## src/rtl/pwt_pkg.sv

```systemverilog
// ----------------------------------------------------------------------------
// pwt_pkg: shared types and constants
// Command kinds, line phases, register indexes and the control structs that
// pass between the front and back parts of the single-wire transmitter.
// ----------------------------------------------------------------------------
`default_nettype none

package pwt_pkg;

  // Widths of the fixed fields
  localparam int KIND_W  = 2;
  localparam int UNIT_W  = 10;
  localparam int IDLE_W  = 12;
  localparam int TICK_W  = 12;
  localparam int CIDX_W  = 2;
  localparam int CDATA_W = 12;
  localparam int OUT_W   = 8;

  // Reset values of the configuration registers
  localparam logic [UNIT_W-1:0] UNIT_TICKS_RST = 10'd7;
  localparam logic [IDLE_W-1:0] IDLE_TICKS_RST = 12'd110;

  // Configuration register indexes
  localparam logic [CIDX_W-1:0] CFG_UNIT_TICKS = 2'd0;
  localparam logic [CIDX_W-1:0] CFG_IDLE_TICKS = 2'd1;

  // Kind of an input word
  typedef enum logic [KIND_W-1:0] {
    KIND_TICK  = 2'd0,
    KIND_WRITE = 2'd1,
    KIND_LOW   = 2'd2,
    KIND_HIGH  = 2'd3
  } pwt_kind_e;

  // Phase of the line sequencer
  typedef enum logic [1:0] {
    PH_IDLE = 2'd0,
    PH_HOLD = 2'd1,
    PH_HIGH = 2'd2,
    PH_LOW  = 2'd3
  } pwt_phase_e;

  // Timing configuration handed to the back part
  typedef struct packed {
    logic [UNIT_W-1:0] unit_ticks;
    logic [IDLE_W-1:0] idle_ticks;
  } pwt_cfg_t;

  // Queue handshake from front to back
  typedef struct packed {
    logic      valid;
    pwt_kind_e kind;
  } pwt_cmd_t;

endpackage

`default_nettype wire

```

## src/rtl/pwt_front.sv

```systemverilog
// ----------------------------------------------------------------------------
// pwt_front: input acceptance and command queue
// Classifies each input word and keeps up to two words in a small queue so
// the input side can keep accepting while the output side stalls, until it is full.
// ----------------------------------------------------------------------------
`default_nettype none

module pwt_front
  import pwt_pkg::*;
#(
  parameter int BITS_W = 11
) (
  input  wire logic              clk,
  input  wire logic              rst,
  input  wire logic              in_valid,
  output logic                   in_ready,
  input  wire logic [KIND_W-1:0] in_kind,
  input  wire logic [BITS_W-1:0] in_bits,
  output pwt_cmd_t               cmd,
  output logic [BITS_W-1:0]      cmd_bits,
  input  wire logic              cmd_take
);

  localparam int DEPTH = 2;

  pwt_kind_e         kind_mem [DEPTH];
  logic [BITS_W-1:0] bits_mem [DEPTH];
  logic              wr_ptr;
  logic              rd_ptr;
  logic [1:0]        count;
  logic              push;
  logic              pop;
  pwt_kind_e         in_class;

  // Classify the incoming kind code
  always_comb begin
    unique case (in_kind)
      KIND_WRITE: in_class = KIND_WRITE;
      KIND_LOW:   in_class = KIND_LOW;
      KIND_HIGH:  in_class = KIND_HIGH;
      default:    in_class = KIND_TICK;
    endcase
  end

  assign in_ready = (count != 2'(DEPTH));
  assign push     = in_valid && in_ready;
  assign pop      = cmd.valid && cmd_take;

  // Queue storage
  always_ff @(posedge clk) begin
    if (push) begin
      kind_mem[wr_ptr] <= in_class;
      bits_mem[wr_ptr] <= in_bits;
    end
  end

  // Queue pointers and fill count
  always_ff @(posedge clk) begin
    if (rst) begin
      wr_ptr <= 1'b0;
      rd_ptr <= 1'b0;
      count  <= 2'd0;
    end else begin
      if (push) begin
        wr_ptr <= ~wr_ptr;
      end
      if (pop) begin
        rd_ptr <= ~rd_ptr;
      end
      unique case ({push, pop})
        2'b10:   count <= count + 2'd1;
        2'b01:   count <= count - 2'd1;
        default: count <= count;
      endcase
    end
  end

  assign cmd.valid = (count != 2'd0);
  assign cmd.kind  = kind_mem[rd_ptr];
  assign cmd_bits  = bits_mem[rd_ptr];

endmodule

`default_nettype wire

```

## src/rtl/pwt_back.sv

```systemverilog
// ----------------------------------------------------------------------------
// pwt_back: line sequencer and result register
// Runs one queued word per cycle, when the result register has room, through
// the pulse-width line sequencer and holds the output word until taken.
// ----------------------------------------------------------------------------
`default_nettype none

module pwt_back
  import pwt_pkg::*;
#(
  parameter int BITS_W = 11,
  parameter int CNT_W  = 4
) (
  input  wire logic              clk,
  input  wire logic              rst,
  input  wire pwt_cfg_t          cfg,
  input  wire pwt_cmd_t          cmd,
  input  wire logic [BITS_W-1:0] cmd_bits,
  output logic                   cmd_take,
  output logic                   out_valid,
  input  wire logic              out_ready,
  output logic [OUT_W-1:0]       out_data
);

  pwt_phase_e        phase;
  pwt_phase_e        phase_next;
  logic              level;
  logic              level_next;
  logic [BITS_W-1:0] shift;
  logic [BITS_W-1:0] shift_next;
  logic [CNT_W-1:0]  bits_left;
  logic [CNT_W-1:0]  bits_left_next;
  logic [TICK_W-1:0] ticks_left;
  logic [TICK_W-1:0] ticks_next;
  logic              rej;
  logic              seg_end;
  logic              is_idle;
  logic [TICK_W-1:0] unit_len;
  logic [TICK_W-1:0] long_len;
  logic [TICK_W-1:0] idle_len;

  // Segment lengths; a zero setting counts as one tick
  assign unit_len = (cfg.unit_ticks == '0) ? TICK_W'(1) : TICK_W'(cfg.unit_ticks);
  assign long_len = {unit_len[TICK_W-3:0], 2'b00};
  assign idle_len = (cfg.idle_ticks == '0) ? TICK_W'(1) : cfg.idle_ticks;

  assign is_idle  = (phase == PH_IDLE);
  assign seg_end  = (ticks_left <= TICK_W'(1));
  assign cmd_take = cmd.valid && (!out_valid || out_ready);

  // Next phase of the sequencer
  always_comb begin
    phase_next = phase;
    if (cmd_take) begin
      if (cmd.kind == KIND_TICK) begin
        if (!is_idle && seg_end) begin
          unique case (phase)
            PH_HIGH: phase_next = PH_LOW;
            PH_LOW:  phase_next = (bits_left > CNT_W'(1)) ? PH_HIGH : PH_HOLD;
            default: phase_next = PH_IDLE;
          endcase
        end
      end else if (is_idle) begin
        phase_next = (cmd.kind == KIND_WRITE) ? PH_HIGH : PH_HOLD;
      end
    end
  end

  // Line level, shift register and counters
  always_comb begin
    level_next     = level;
    shift_next     = shift;
    bits_left_next = bits_left;
    ticks_next     = ticks_left;
    rej            = 1'b0;
    if (cmd_take) begin
      if (cmd.kind == KIND_TICK) begin
        if (!is_idle) begin
          if (!seg_end) begin
            ticks_next = ticks_left - TICK_W'(1);
          end else begin
            unique case (phase)
              PH_HIGH: begin
                level_next = 1'b0;
                ticks_next = shift[0] ? unit_len : long_len;
              end
              PH_LOW: begin
                shift_next     = shift >> 1;
                bits_left_next = bits_left - CNT_W'(1);
                if (bits_left > CNT_W'(1)) begin
                  level_next = 1'b1;
                  ticks_next = shift[1] ? long_len : unit_len;
                end else begin
                  ticks_next = idle_len;
                end
              end
              default: ticks_next = '0;
            endcase
          end
        end
      end else if (!is_idle) begin
        rej = 1'b1;
      end else begin
        unique case (cmd.kind)
          KIND_WRITE: begin
            shift_next     = cmd_bits;
            bits_left_next = CNT_W'(BITS_W + 1);
            level_next     = 1'b1;
            ticks_next     = cmd_bits[0] ? long_len : unit_len;
          end
          KIND_LOW: begin
            level_next = 1'b0;
            ticks_next = idle_len;
          end
          default: begin
            level_next = 1'b1;
            ticks_next = idle_len;
          end
        endcase
      end
    end
  end

  // Sequencer state
  always_ff @(posedge clk) begin
    if (rst) begin
      phase      <= PH_IDLE;
      level      <= 1'b0;
      bits_left  <= '0;
      ticks_left <= '0;
    end else begin
      phase      <= phase_next;
      level      <= level_next;
      bits_left  <= bits_left_next;
      ticks_left <= ticks_next;
    end
  end

  always_ff @(posedge clk) begin
    shift <= shift_next;
  end

  // Output word register
  always_ff @(posedge clk) begin
    if (rst) begin
      out_valid <= 1'b0;
    end else if (cmd_take) begin
      out_valid <= 1'b1;
    end else if (out_ready) begin
      out_valid <= 1'b0;
    end
  end

  always_ff @(posedge clk) begin
    if (cmd_take) begin
      out_data <= {{(OUT_W-3){1'b0}}, rej, (phase_next != PH_IDLE), level_next};
    end
  end

endmodule

`default_nettype wire

```

## src/rtl/pulse_width_single_wire_transmitter.sv

```systemverilog
// A word's result is registered as the word leaves the queue.
// Throughput: one word per cycle unless stalled; every tick or command is a sequencer step.
// A two-word queue lets the input side keep accepting while the result register is stalled.
// Reset (rst, synchronous): line low, sequencer idle, queue and result register empty,
// unit_ticks back to 7 and idle_ticks back to 110.
// ----------------------------------------------------------------------------
// pulse_width_single_wire_transmitter: pulse-width single-wire line driver
// Turns tick, write, reset-low and exec-high words into the level of one
// output line, with one result word for every input word.
// ----------------------------------------------------------------------------
`default_nettype none

module pulse_width_single_wire_transmitter
  import pwt_pkg::*;
#(
  parameter int ADDR_BITS = 3,
  parameter int DATA_BITS = 8
) (
  input  wire logic                                      clk,
  input  wire logic                                      rst,
  input  wire logic                                      s_tvalid,
  output logic                                           s_tready,
  // Fields from bit 0 up: reg_addr, reg_value, zero fill
  input  wire logic [((ADDR_BITS+DATA_BITS+7)/8)*8-1:0] s_tdata,
  // Fields from bit 0 up: kind
  input  wire logic [KIND_W-1:0]                         s_tuser,
  output logic                                           m_tvalid,
  input  wire logic                                      m_tready,
  // Fields from bit 0 up: line_level, busy_res, rejected, zero fill
  output logic [OUT_W-1:0]                               m_tdata,
  input  wire logic                                      cfg_valid,
  output logic                                           cfg_ready,
  input  wire logic [CIDX_W-1:0]                         cfg_index,
  input  wire logic [CDATA_W-1:0]                        cfg_data
);

  localparam int BITS_W = ADDR_BITS + DATA_BITS;
  localparam int CNT_W  = $clog2(BITS_W + 2);

  pwt_cfg_t          cfg;
  pwt_cmd_t          cmd;
  logic [BITS_W-1:0] cmd_bits;
  logic              cmd_take;

  // Configuration registers
  assign cfg_ready = 1'b1;

  always_ff @(posedge clk) begin
    if (rst) begin
      cfg.unit_ticks <= UNIT_TICKS_RST;
      cfg.idle_ticks <= IDLE_TICKS_RST;
    end else if (cfg_valid) begin
      if (cfg_index == CFG_UNIT_TICKS) begin
        cfg.unit_ticks <= cfg_data[UNIT_W-1:0];
      end else if (cfg_index == CFG_IDLE_TICKS) begin
        cfg.idle_ticks <= cfg_data[IDLE_W-1:0];
      end
    end
  end

  // Front part: classify and queue
  pwt_front #(
    .BITS_W(BITS_W)
  ) u_front (
    .clk      (clk),
    .rst      (rst),
    .in_valid (s_tvalid),
    .in_ready (s_tready),
    .in_kind  (s_tuser),
    .in_bits  (s_tdata[BITS_W-1:0]),
    .cmd      (cmd),
    .cmd_bits (cmd_bits),
    .cmd_take (cmd_take)
  );

  // Back part: line sequencer and result register
  pwt_back #(
    .BITS_W(BITS_W),
    .CNT_W (CNT_W)
  ) u_back (
    .clk       (clk),
    .rst       (rst),
    .cfg       (cfg),
    .cmd       (cmd),
    .cmd_bits  (cmd_bits),
    .cmd_take  (cmd_take),
    .out_valid (m_tvalid),
    .out_ready (m_tready),
    .out_data  (m_tdata)
  );

`ifndef SYNTHESIS
  // A dropped command leaves the sequencer busy
  a_reject_busy: assert property (@(posedge clk) disable iff (rst)
    m_tvalid && m_tdata[2] |-> m_tdata[1])
    else $error("rejected word reports an idle line");

  // The input side only stalls when the queue holds words
  a_stall_queue: assert property (@(posedge clk) disable iff (rst)
    !s_tready |-> cmd.valid)
    else $error("input stalled with an empty queue");

  // A word leaves the queue only when the result register can hold its result
  a_take_room: assert property (@(posedge clk) disable iff (rst)
    cmd_take |=> m_tvalid)
    else $error("queue word taken without a result");
`endif

endmodule

`default_nettype wire
```

## config.mk

```make
export PLATFORM = sky130hd
export DESIGN_NAME = pulse_width_single_wire_transmitter
export DESIGN_NICKNAME = d
export VERILOG_FILES = /design/src/rtl/pwt_pkg.sv /design/src/rtl/pwt_front.sv /design/src/rtl/pwt_back.sv /design/src/rtl/pulse_width_single_wire_transmitter.sv
export SDC_FILE = /design/constraint.sdc
export NUM_CORES = 1
export LEC_CHECK = 0
export BUFFER_PORTS_ARGS = -buffer_cell sky130_fd_sc_hd__buf_4
export CORE_ASPECT_RATIO = 1.25
export CORE_MARGIN = 4
export CORE_UTILIZATION = 35
export CTS_BUF_LIST = sky130_fd_sc_hd__clkbuf_16
export CTS_CLUSTER_DIAMETER = 200
export DETAILED_ROUTE_END_ITERATION = 8
export PLACE_DENSITY_LB_ADDON = 0.08
export SLEW_MARGIN = 20
export SYNTH_ARGS = -nofsm -noshare
export SYNTH_HDL_FRONTEND = slang
export SYNTH_SLANG_ARGS = --single-unit
```

## constraint.sdc

```tcl
create_clock -name clk -period 3.5 [get_ports clk]
set_input_delay 1.05 -clock clk [delete_from_list [all_inputs] [get_ports clk]]
set_output_delay 1.05 -clock clk [all_outputs]
set_load 0.02 [all_outputs]
```

==> flow_summary.json, run 1 <==
{
  "clk_latency_ps": 340,
  "synth_seq_area_share_pct": 49.0,
  "postCtsSetupBuffers": 0,
  "viasPerCell": 5.27,
  "dpl_cell_area_mm2": 0.00478,
  "period_needed_ps": 2750,
  "drc": 0,
  "cts.repair.resized": 0,
  "fin_skew_ps": 3.28,
  "cts_buffers": 9,
  "rsz0062_at_grt": "false",
  "synth_top_area_cell": "edfxtp_1",
  "die_w_um": 108,
  "cts_sinks": 87,
  "r2r_cells": 9,
  "num_antenna_cells": 0,
  "grt_max_degree": 49,
  "r2r-end": "u_back.bits_left[3]$_SDFFE_PP0P_",
  "fin_tns_setup_ps": 0,
  "holdPathStages": 2,
  "synth_common_cells": "nand2_1 (66), dfxtp_1 (47), edfxtp_1 (40)",
  "drtPass1Iterations": 8,
  "async_flop_share_pct": 0,
  "drt_wl_total_um": 10500,
  "max_cap_viol_count": 0,
  "synth_cells": 444,
  "yosysWarnings": 0,
  "fin_area_mm2": 0.00508,
  "antenna_found_initial": 0,
  "p_total_w": 0.00438,
  "root_buffer": "clkbuf_16",
  "crit_arrival_ps": 3000,
  "fill_cells": 1226,
  "drtIter0Drc": 197,
  "max-clock-path-buffers": 2,
  "dp_hpwl_um": 7420,
  "tightest_slew_ps": 897,
  "worstHoldStart": "cfg[0]$_SDFFE_PP0P_",
  "io_buffers": 36,
  "period_share_pct": 78.6,
  "die_y_um": 133,
  "slew_headroom_pct": 39.6,
  "synth_cell_type_count": 65,
  "final_max_slew_viol_count": 0,
  "ctsHoldBuffers": 0,
  "cts_tree": "built",
  "netlist_area_mm2": 0.00437,
  "yosysMostFrequentCell": "nand2_1",
  "synth.ff_latch_count": 87,
  "syn_to_final_growth_pct": 16.2,
  "vdd_drop_max_uv": 315,
  "worstHoldEndpoint": "cfg[0]$_SDFFE_PP0P_",
  "place_ws_ps": 484,
  "reg2reg_slack_ps": 750,
  "worst_hold_path_type": "flop to flop",
  "cts_max_level": 3,
  "startpoint_type": "flop",
  "setup_viol": 0,
  "routedWlPerCell_um": 16.3,
  "grt_overflow_total": 0,
  "status": "completed",
  "gp_congestion": 0.778,
  "crit_required_ps": 3750,
  "critPathCaptureType": "flop",
  "via_count": 3386,
  "grt.total_usage_pct": 15.2,
  "synth_ff_type": "dfxtp_1",
  "path_clk_slew_ps": 70,
  "timing.fmax_ghz": 0.363,
  "power.density_mw_per_mm2": 861,
  "hold_viol": 0,
  "timing.hold.ws_ps": 474,
  "initial_core_util_pct": 35.8,
  "fp.coreArea_mm2": 0.0122,
  "grt_pass1_wl_um": 17100,
  "drive_above_1_share_pct": 16.1,
  "synth_edf_count": 40,
  "worst-setup-path-type": "flop to flop",
  "crit_fanout": 15,
  "syn_area_per_cell_um2": 9.85,
  "fp.dieArea_mm2": 0.0144,
  "antenna_left": 0,
  "num_rows": 45,
  "netlist.area_leader.share_pct": 27.5,
  "num_io_pins": 48,
  "worst_slack_ps": 748,
  "grt_pass1_vias": 3300,
  "p_leak_nw": 1.83,
  "fin_nets": 519,
  "ys_top_cells_by_area": "edfxtp_1 (27%), dfxtp_1 (22%), nand2_1 (5.7%), mux2i_1 (3.9%), a21oi_1 (3.3%)"
}
==> per-layer routing <==
layer | wire [um] | share of wire [%] | global-route usage [%]
met5 | 0 | 0 | 0
met4 | 159 | 1.5 | 5.33
met3 | 414 | 4.0 | 2.83
met2 | 5040 | 48 | 24.4
met1 | 4860 | 46 | 20.3
==> logic make-up (layout without fill, tap and decap cells) <==
kind of cell	after synthesis	after routing	synth area share, %
DFF	87	87	49.0
buffers and inverters	40	70	4.23
other	2	6	0.172
adders and majority gates	9	9	2.57
AOI/OAI and AO/OA	103	103	17.0
xor gates and xnor gates	12	12	2.40
and+or+nand+nor	168	168	19.1
muxes	23	23	5.52
==> state kept, by name (all words and copies together) (netlist names), named ones only <==
name / cells
u_front.kind_mem: 4
u_back.phase: 2
u_front.rd_ptr: 1
u_back.shift: 11
u_back.bits_left: 4
u_front.count: 2
u_back.out_valid: 1
u_back.ticks_left: 12
cfg: 22
u_back.out_data: 3
u_front.wr_ptr: 1
u_front.bits_mem: 22
u_back.level: 1
==> stage by stage <==
stage / utilization (%) / std cells
final: 41.6 / 642
after detailed placement: 39.2 / 626
after global placement: 39.2 / 626
after floorplan: - / 448
after CTS: 41.6 / 642
after global routing: 41.6 / 642
==> where the power goes <==
part	internal (W)	switching, W	leakage [nW]
combinational	0.000757	0.00114	0.925
sequential	0.00134	0.000192	0.757
clock	0.000504	0.000446	0.147
total	0.00260	0.00178	1.83
==> worst max path at each step <==
stage                                        end                              from  depth (start not counted)
3_5_place_dp   u_back.ticks_left[1]$_SDFFE_PP0P_                          m_tready                          8
3_3_place_gp   u_back.ticks_left[1]$_SDFFE_PP0P_                          m_tready                          8
4_1_cts         u_back.bits_left[3]$_SDFFE_PP0P_                              flop                          9
2_1_floorplan   u_back.bits_left[2]$_SDFFE_PP0P_  u_front.kind_mem[0][0]$_DFFE_PP_                          8
5_1_grt         u_back.bits_left[3]$_SDFFE_PP0P_                              flop                          9
6_report        u_back.bits_left[3]$_SDFFE_PP0P_                              flop                          9
==> layout make-up <==
| cell class | instances | area (um2) | share of cell area [%] |
|---|---|---|---|
| multi-input cells | 321 | 2070 | 40.7 |
| flip-flops and latches | 87 | 2140 | 42.1 |
| repair buffers | 44 | 330 | 6.50 |
| clock inverters | 7 | 73.8 | 1.45 |
| inverters | 10 | 37.5 | 0.739 |
| well taps | 164 | 205 | 4.04 |
| clock buffers | 9 | 225 | 4.43 |
==> cells in the final DEF (no fill, tap or decap), types with 3 or more instances in the layout <==
master / instances
a21oi_1: 29
a221oi_1: 5
a222oi_1: 7
a22o_1: 5
a311oi_1: 6
a31oi_1: 3
a32o_1: 3
buf_4: 44
clkbuf_16: 9
clkinv_4: 3
conb_1: 6
dfxtp_1: 47
edfxtp_1: 40
ha_1: 9
inv_1: 9
mux2_2: 5
mux2i_1: 17
nand2_1: 66
nand2b_1: 13
nand3_1: 5
nand3b_1: 10
nor2_1: 37
nor2b_1: 4
nor3_1: 11
nor4_1: 5
o2111ai_1: 3
o21ai_0: 19
o221ai_1: 4
xnor2_1: 6
xor2_1: 6
==> worst max-delay path: stages (launching register included) <==
cell and delay, ps:
dfxtp_1 640, nand2b_1 170, o32ai_4 120, inv_1 60, buf_4 200, ha_1 190
or4_4 510, o21ba_4 390, a21oi_1 110, a311oi_1 260
(Power assumes the default switching activity.)
==> run 2: changes to the inputs <==
Settings changed: ABC_AREA set to 1.
Clock period 3.5 ns to 2.5 ns, I/O delays scaled along.
==> flow_summary.json, run 2 <==
{
  "antenna_left": 0,
  "synth_edf_count": 40,
  "fin_skew_ps": 7.81,
  "cp.depth": 9,
  "crit_fanout": 37,
  "timing.hold.ws_ps": 456,
  "num_rows": 45,
  "dpl_cell_area_mm2": 0.00495,
  "clk_latency_ps": 340,
  "power.density_mw_per_mm2": 1190,
  "synth.ff_latch_count": 87,
  "ctsHoldBuffers": 0,
  "multi_input_comb_area_mm2": 0.00199,
  "drt_wl_total_um": 10700,
  "cts_tree": "built",
  "path_cells": "nand2_1, nand2_2, inv_2, nand2_1, buf_4, inv_1, o21ai_1, nand2_1, inv_2",
  "critPathTopFamily": "buffers and inverters",
  "crit_arrival_ps": 2160,
  "finalNonFillerCells": 806,
  "crit_path_frequent_cell": "nand2_1",
  "via_count": 3856,
  "synth_ff_type": "dfxtp_1",
  "syn_to_final_growth_pct": 17.2,
  "path_clk_slew_ps": 60,
  "fill_cells": 1267,
  "synth_common_cells": "nand2_1 (179), nor2_1 (64), inv_1 (53)",
  "routedWlPerCell_um": 13.2,
  "antenna_found_initial": 0,
  "initial_core_util_pct": 36.4,
  "io_buffers": 36,
  "root_buffer": "clkbuf_16",
  "utilization_pct": 42.6,
  "drtPass1Iterations": 5,
  "startpoint_type": "flop",
  "period_share_pct": 86.0,
  "grt.total_usage_pct": 15.7,
  "drc": 0,
  "worst-setup-path-type": "flop to flop",
  "dpl.cell_count": 790,
  "die_w_um": 109,
  "max_cap_viol_count": 0,
  "tightest_slew_ps": 640,
  "ys_top_cells_by_area": "edfxtp_1 (27%), dfxtp_1 (21%), nand2_1 (15%), a21oi_1 (5.4%), nor2_1 (5.4%)",
  "final_common_cell": "nand2_1",
  "hold_viol": 0,
  "grt_max_degree": 38,
  "grt_overflow_total": 0,
  "worst_hold_path_type": "flop to flop",
  "timing.fmax_ghz": 0.465,
  "critical_path_buf_inv_count": 4,
  "period_needed_ps": 2150,
  "synth_seq_area_share_pct": 47.8,
  "yosysMostFrequentCell": "nand2_1",
  "cts_sinks": 87,
  "fin_tns_setup_ps": 0,
  "p_leak_nw": 2.25,
  "die_y_um": 135,
  "gp_congestion": 0.848,
  "setup_viol": 0,
  "drtIter0Drc": 200,
  "vdd_drop_max_uv": 590,
  "crit_required_ps": 2510,
  "layout_common_cells": "nand2_1 (179), nor2_1 (64), inv_1 (54), buf_4 (52), a21oi_1 (48)",
  "num_io_pins": 48,
  "critPathCaptureType": "flop",
  "fp.coreArea_mm2": 0.0123,
  "dp_hpwl_um": 8180,
  "grt_pass1_vias": 3889,
  "max-clock-path-buffers": 2,
  "cts_buffers": 9,
  "final_max_slew_viol_count": 0,
  "netlist_area_mm2": 0.00448,
  "grt_pass1_wl_um": 18200,
  "drive_above_1_share_pct": 12.6,
  "slew_headroom_pct": 57.2,
  "synth_cell_type_count": 34,
  "syn_area_per_cell_um2": 7.51,
  "cts_max_level": 3,
  "viasPerCell": 4.78,
  "fin_nets": 683,
  "cts.repair.resized": 0,
  "async_flop_share_pct": 0,
  "num_antenna_cells": 0,
  "status": "completed",
  "postCtsSetupBuffers": 0,
  "holdPathStages": 1,
  "yosysWarnings": 0,
  "rsz0062_at_grt": "false",
  "synth_cells": 597,
  "reg_top3": "cfg x22, u_front.bits_mem x22, u_back.ticks_left x12",
  "r2r_cells": 9,
  "critPathMaxStageDelay_ps": 460,
  "synth_top_area_cell": "edfxtp_1",
  "netlist.area_leader.share_pct": 26.8,
  "fin_area_mm2": 0.00525,
  "slowest_stage": "dfxtp_1",
  "regArea_mm2": 0.00214,
  "fp.dieArea_mm2": 0.0147
}
run 2: cell types whose count changed after synthesis, sizes merged, moves of 17 or more:
cell   delta
inv      +50
a21oi    +20
mux2i    -17
nand2   +114
nor2     +27
o21ai    +31
nand3    +21
run 2: metal layers:
layer | wire, um | track usage (%) | up-vias
met5 | 0 | 0 | -
li1 | - | - | 2023
met2 | 5700 | 29.1 | 50
met1 | 4480 | 17.7 | 1771
met3 | 298 | 3.11 | 12
met4 | 177 | 5.27 | 0
run 2: logic make-up (layout without fill, tap and decap cells):
kind of cell               after synthesis  after routing  share of synthesized area (%)
and+or+nand+nor                        282            282                           25.1
AOI/OAI and AO/OA                      123            123                           15.0
buffers and inverters                   88            129                           8.23
xor gates and xnor gates                 6              6                           1.17
adders and majority gates                9              9                           2.51
DFF                                     87             87                           47.8
other                                    2              6                          0.168
run 2: worst paths after layout:
kind | start | end | slack, ps
setup / recovery | flop | u_back.shift[7]$_DFFE_PP_ | 350
hold / removal | u_front.rd_ptr$_SDFFE_PP0P_ | flop | 460
setup reg to reg | flop | u_back.shift[7]$_DFFE_PP_ | 350
hold reg to reg | u_front.rd_ptr$_SDFFE_PP0P_ | flop | 460
run 2: cell type report:
cell class | count | share of cell area, %
Timing Repair Buffer | 52 | 7.43
Inverter | 61 | 4.36
Tap cell | 164 | 3.91
Multi-Input combinational cell | 426 | 37.8
Sequential cell | 87 | 40.8
Clock buffer | 9 | 4.29
Clock inverter | 7 | 1.41
run 2: power breakdown:
part	leakage, nW	switching [W]	internal [W]
combinational	1.34	0.00181	0.000999
sequential	0.758	0.000204	0.00188
clock	0.151	0.000558	0.000777
run 2: stage by stage:
stage                     power, W  setup slack [ps]
after floorplan            0.00413               207
after global placement     0.00491               320
after detailed placement   0.00495               275
after CTS                  0.00630               315
after global routing       0.00681              44.2
final                      0.00623               351
==> run 3: changes to the inputs <==
Settings changed: CORE_MARGIN 4 to 2, SYNTH_HIERARCHICAL set to 1.
==> flow_summary.json, run 3 <==
{
  "netlist_area_mm2": 0.00494,
  "root_buffer": "clkbuf_16",
  "switchingPower_w": 0.00307,
  "synth_cell_type_count": 43,
  "vdd_drop_max_uv": 593,
  "num_io_pins": 48,
  "dpl.cell_count": 839,
  "final_max_slew_viol_count": 0,
  "drc": 0,
  "grt_pass1_vias": 4152,
  "synth_ff_type": "dfxtp_1",
  "slew_headroom_pct": 57.2,
  "reg_top3": "cfg x22, u_front/bits_mem x22, u_back/ticks_left x12",
  "cts_buffers": 9,
  "path_clk_slew_ps": 70,
  "comb_power_share_pct": 50.3,
  "viasPerCell": 5.02,
  "internal-power_w": 0.00381,
  "fp.dieArea_mm2": 0.0151,
  "worst_hold_path_type": "flop to flop",
  "routed.top_layer": "met4",
  "antenna_found_initial": 0,
  "hold_viol": 0,
  "yosysWarnings": 6,
  "fin_skew_ps": 8.02,
  "m1WireLength_um": 5590,
  "drtIter0Drc": 244,
  "seq_power_share_pct": 30.2,
  "via_count": 4291,
  "cts_max_level": 3,
  "crit_fanout": 12,
  "drive_above_1_share_pct": 16.2,
  "fin_nets": 718,
  "drt_wl_total_um": 12300,
  "fin_tns_setup_ps": 0,
  "cts_sinks": 87,
  "async_flop_share_pct": 0,
  "power.density_mw_per_mm2": 1220,
  "crit_arrival_ps": 2210,
  "drtPass1Iterations": 5,
  "synth_edf_count": 40,
  "synth_common_cells": "nand2_1 (167), nor2_1 (75), inv_1 (66)",
  "gp_congestion": 0.913,
  "finalNonFillerCells": 855,
  "clk_latency_ps": 350,
  "yosysMostFrequentCell": "nand2_1",
  "status": "completed",
  "syn_area_per_cell_um2": 7.70,
  "cts_tree": "built",
  "p_leak_nw": 2.48,
  "fp.coreArea_mm2": 0.0138,
  "timing.hold.ws_ps": 483,
  "p_clk_share_pct": 19.5,
  "period_needed_ps": 2190,
  "route.met3.wl_um": 432,
  "crit_required_ps": 2520,
  "grt_pass1_wl_um": 20700,
  "routedWlPerCell_um": 14.4,
  "num_antenna_cells": 0,
  "num_rows": 48,
  "synth_cells": 642,
  "timing.fmax_ghz": 0.457,
  "fill_cells": 1455,
  "antenna_left": 0,
  "sw_frac_of_total_pct": 44.7,
  "max_cap_viol_count": 0,
  "cts.repair.resized": 0,
  "netlist.area_leader.share_pct": 24.3,
  "syn_to_final_growth_pct": 14.2,
  "dp_hpwl_um": 9080,
  "startpoint_type": "flop",
  "ys_top_cells_by_area": "edfxtp_1 (24%), dfxtp_1 (19%), nand2_1 (13%), nor2_1 (5.7%), nand3_1 (5.1%)",
  "synth_seq_area_share_pct": 43.3,
  "critPathCaptureType": "flop",
  "layout_common_cells": "nand2_1 (167), nor2_1 (75), inv_1 (66), nand3_1 (50), buf_4 (49)",
  "period_share_pct": 87.6,
  "io_buffers": 36,
  "postCtsSetupBuffers": 0,
  "final_common_cell": "nand2_1",
  "grt.total_usage_pct": 17.8,
  "rsz0062_at_grt": "false",
  "setup_viol": 0,
  "die_y_um": 137,
  "met2_length_um": 6060,
  "ctsHoldBuffers": 0,
  "die_w_um": 110,
  "grt_max_degree": 25,
  "tightest_slew_ps": 637,
  "grt_overflow_total": 0,
  "synth_top_area_cell": "edfxtp_1",
  "worst-setup-path-type": "flop to flop",
  "max-clock-path-buffers": 2,
  "initial_core_util_pct": 35.8,
  "synth.ff_latch_count": 87
}
## run 3: cell count changes after synthesis, sizes merged, moves of 5 or more
| cell | before | now |
|---|---|---|
| nand3 | 26 | 51 |
| o21ai | 51 | 32 |
| mux2 | 0 | 13 |
| nor2 | 65 | 78 |
| inv | 60 | 72 |
| a21oi | 49 | 40 |
| nand2 | 180 | 173 |
| nand4 | 2 | 9 |
| a22oi | 0 | 5 |
| a31oi | 9 | 4 |
| buf | 15 | 20 |
| nor3 | 6 | 1 |
| or2 | 1 | 6 |
## run 3: final cells by class
cell class	instances	area (um2)	share of cell area [%]
multi-input combinational	456	2350	41.6
sequential	87	2140	37.9
timing repair buffer	49	368	6.51
inverter	72	270	4.79
clock buffer	9	225	3.99
tap	175	219	3.88
clock inverter	7	73.8	1.31
## run 3: logic make-up after synthesis
group | share of synthesized area, %
AOI/OAI and AO/OA | 13.8
xor gates and xnor gates | 0.354
adders and majority gates | 1.52
buffers and inverters | 9.49
DFF | 43.3
muxes | 3.72
other | 0.152
and+or+nand+nor | 27.7
## run 3: path summary, 6_finish.rpt
path / from / end / slack [ps] / depth (start not counted)
min reg2reg: cfg[3]$_SDFFE_PP1P_ / cfg[3]$_SDFFE_PP1P_ / 480 / 2
max: flop / u_back/shift[10]$_SDFFCE_PP0P_ / 310 / 7
max reg2reg: flop / u_back/shift[10]$_SDFFCE_PP0P_ / 310 / 7
min: cfg[3]$_SDFFE_PP1P_ / cfg[3]$_SDFFE_PP1P_ / 480 / 2
## run 3: power by group through the flow
stage	sequential (W)	combinational, W	clock (W)
final	0.00208	0.00346	0.00134
after global routing	0.00212	0.00389	0.00145
after CTS	0.00208	0.00346	0.00139
after detailed placement	0.00211	0.00343	0
after global placement	0.00210	0.00340	0
after floorplan	0.00209	0.00254	0
## run 3: metrics by stage
stage,power [W],setup slack (ps),cell area [um2],util [%]
finish,0.00688,310,5650,40.9
global route,0.00746,139,5650,40.9
CTS,0.00693,277,5650,40.9
detailed placement,0.00554,299,5350,38.7
global placement,0.00550,308,5350,38.7
floorplan,0.00462,168,4960,-
## run 3: critical path, stage by stage, from the launching register on
cell and delay [ps]:
dfxtp_1 360, mux2_2 360, inv_1 70, nand2_1 80
ha_1 230, nor4_4 340, nand2_2 150, inv_2 260
## run 3: routing by layer
metal	vias up	global-route usage, %
met5	-	0
met4	0	6.88
met3	17	2.43
met2	90	29.7
met1	1994	23.1
li1	2190	-
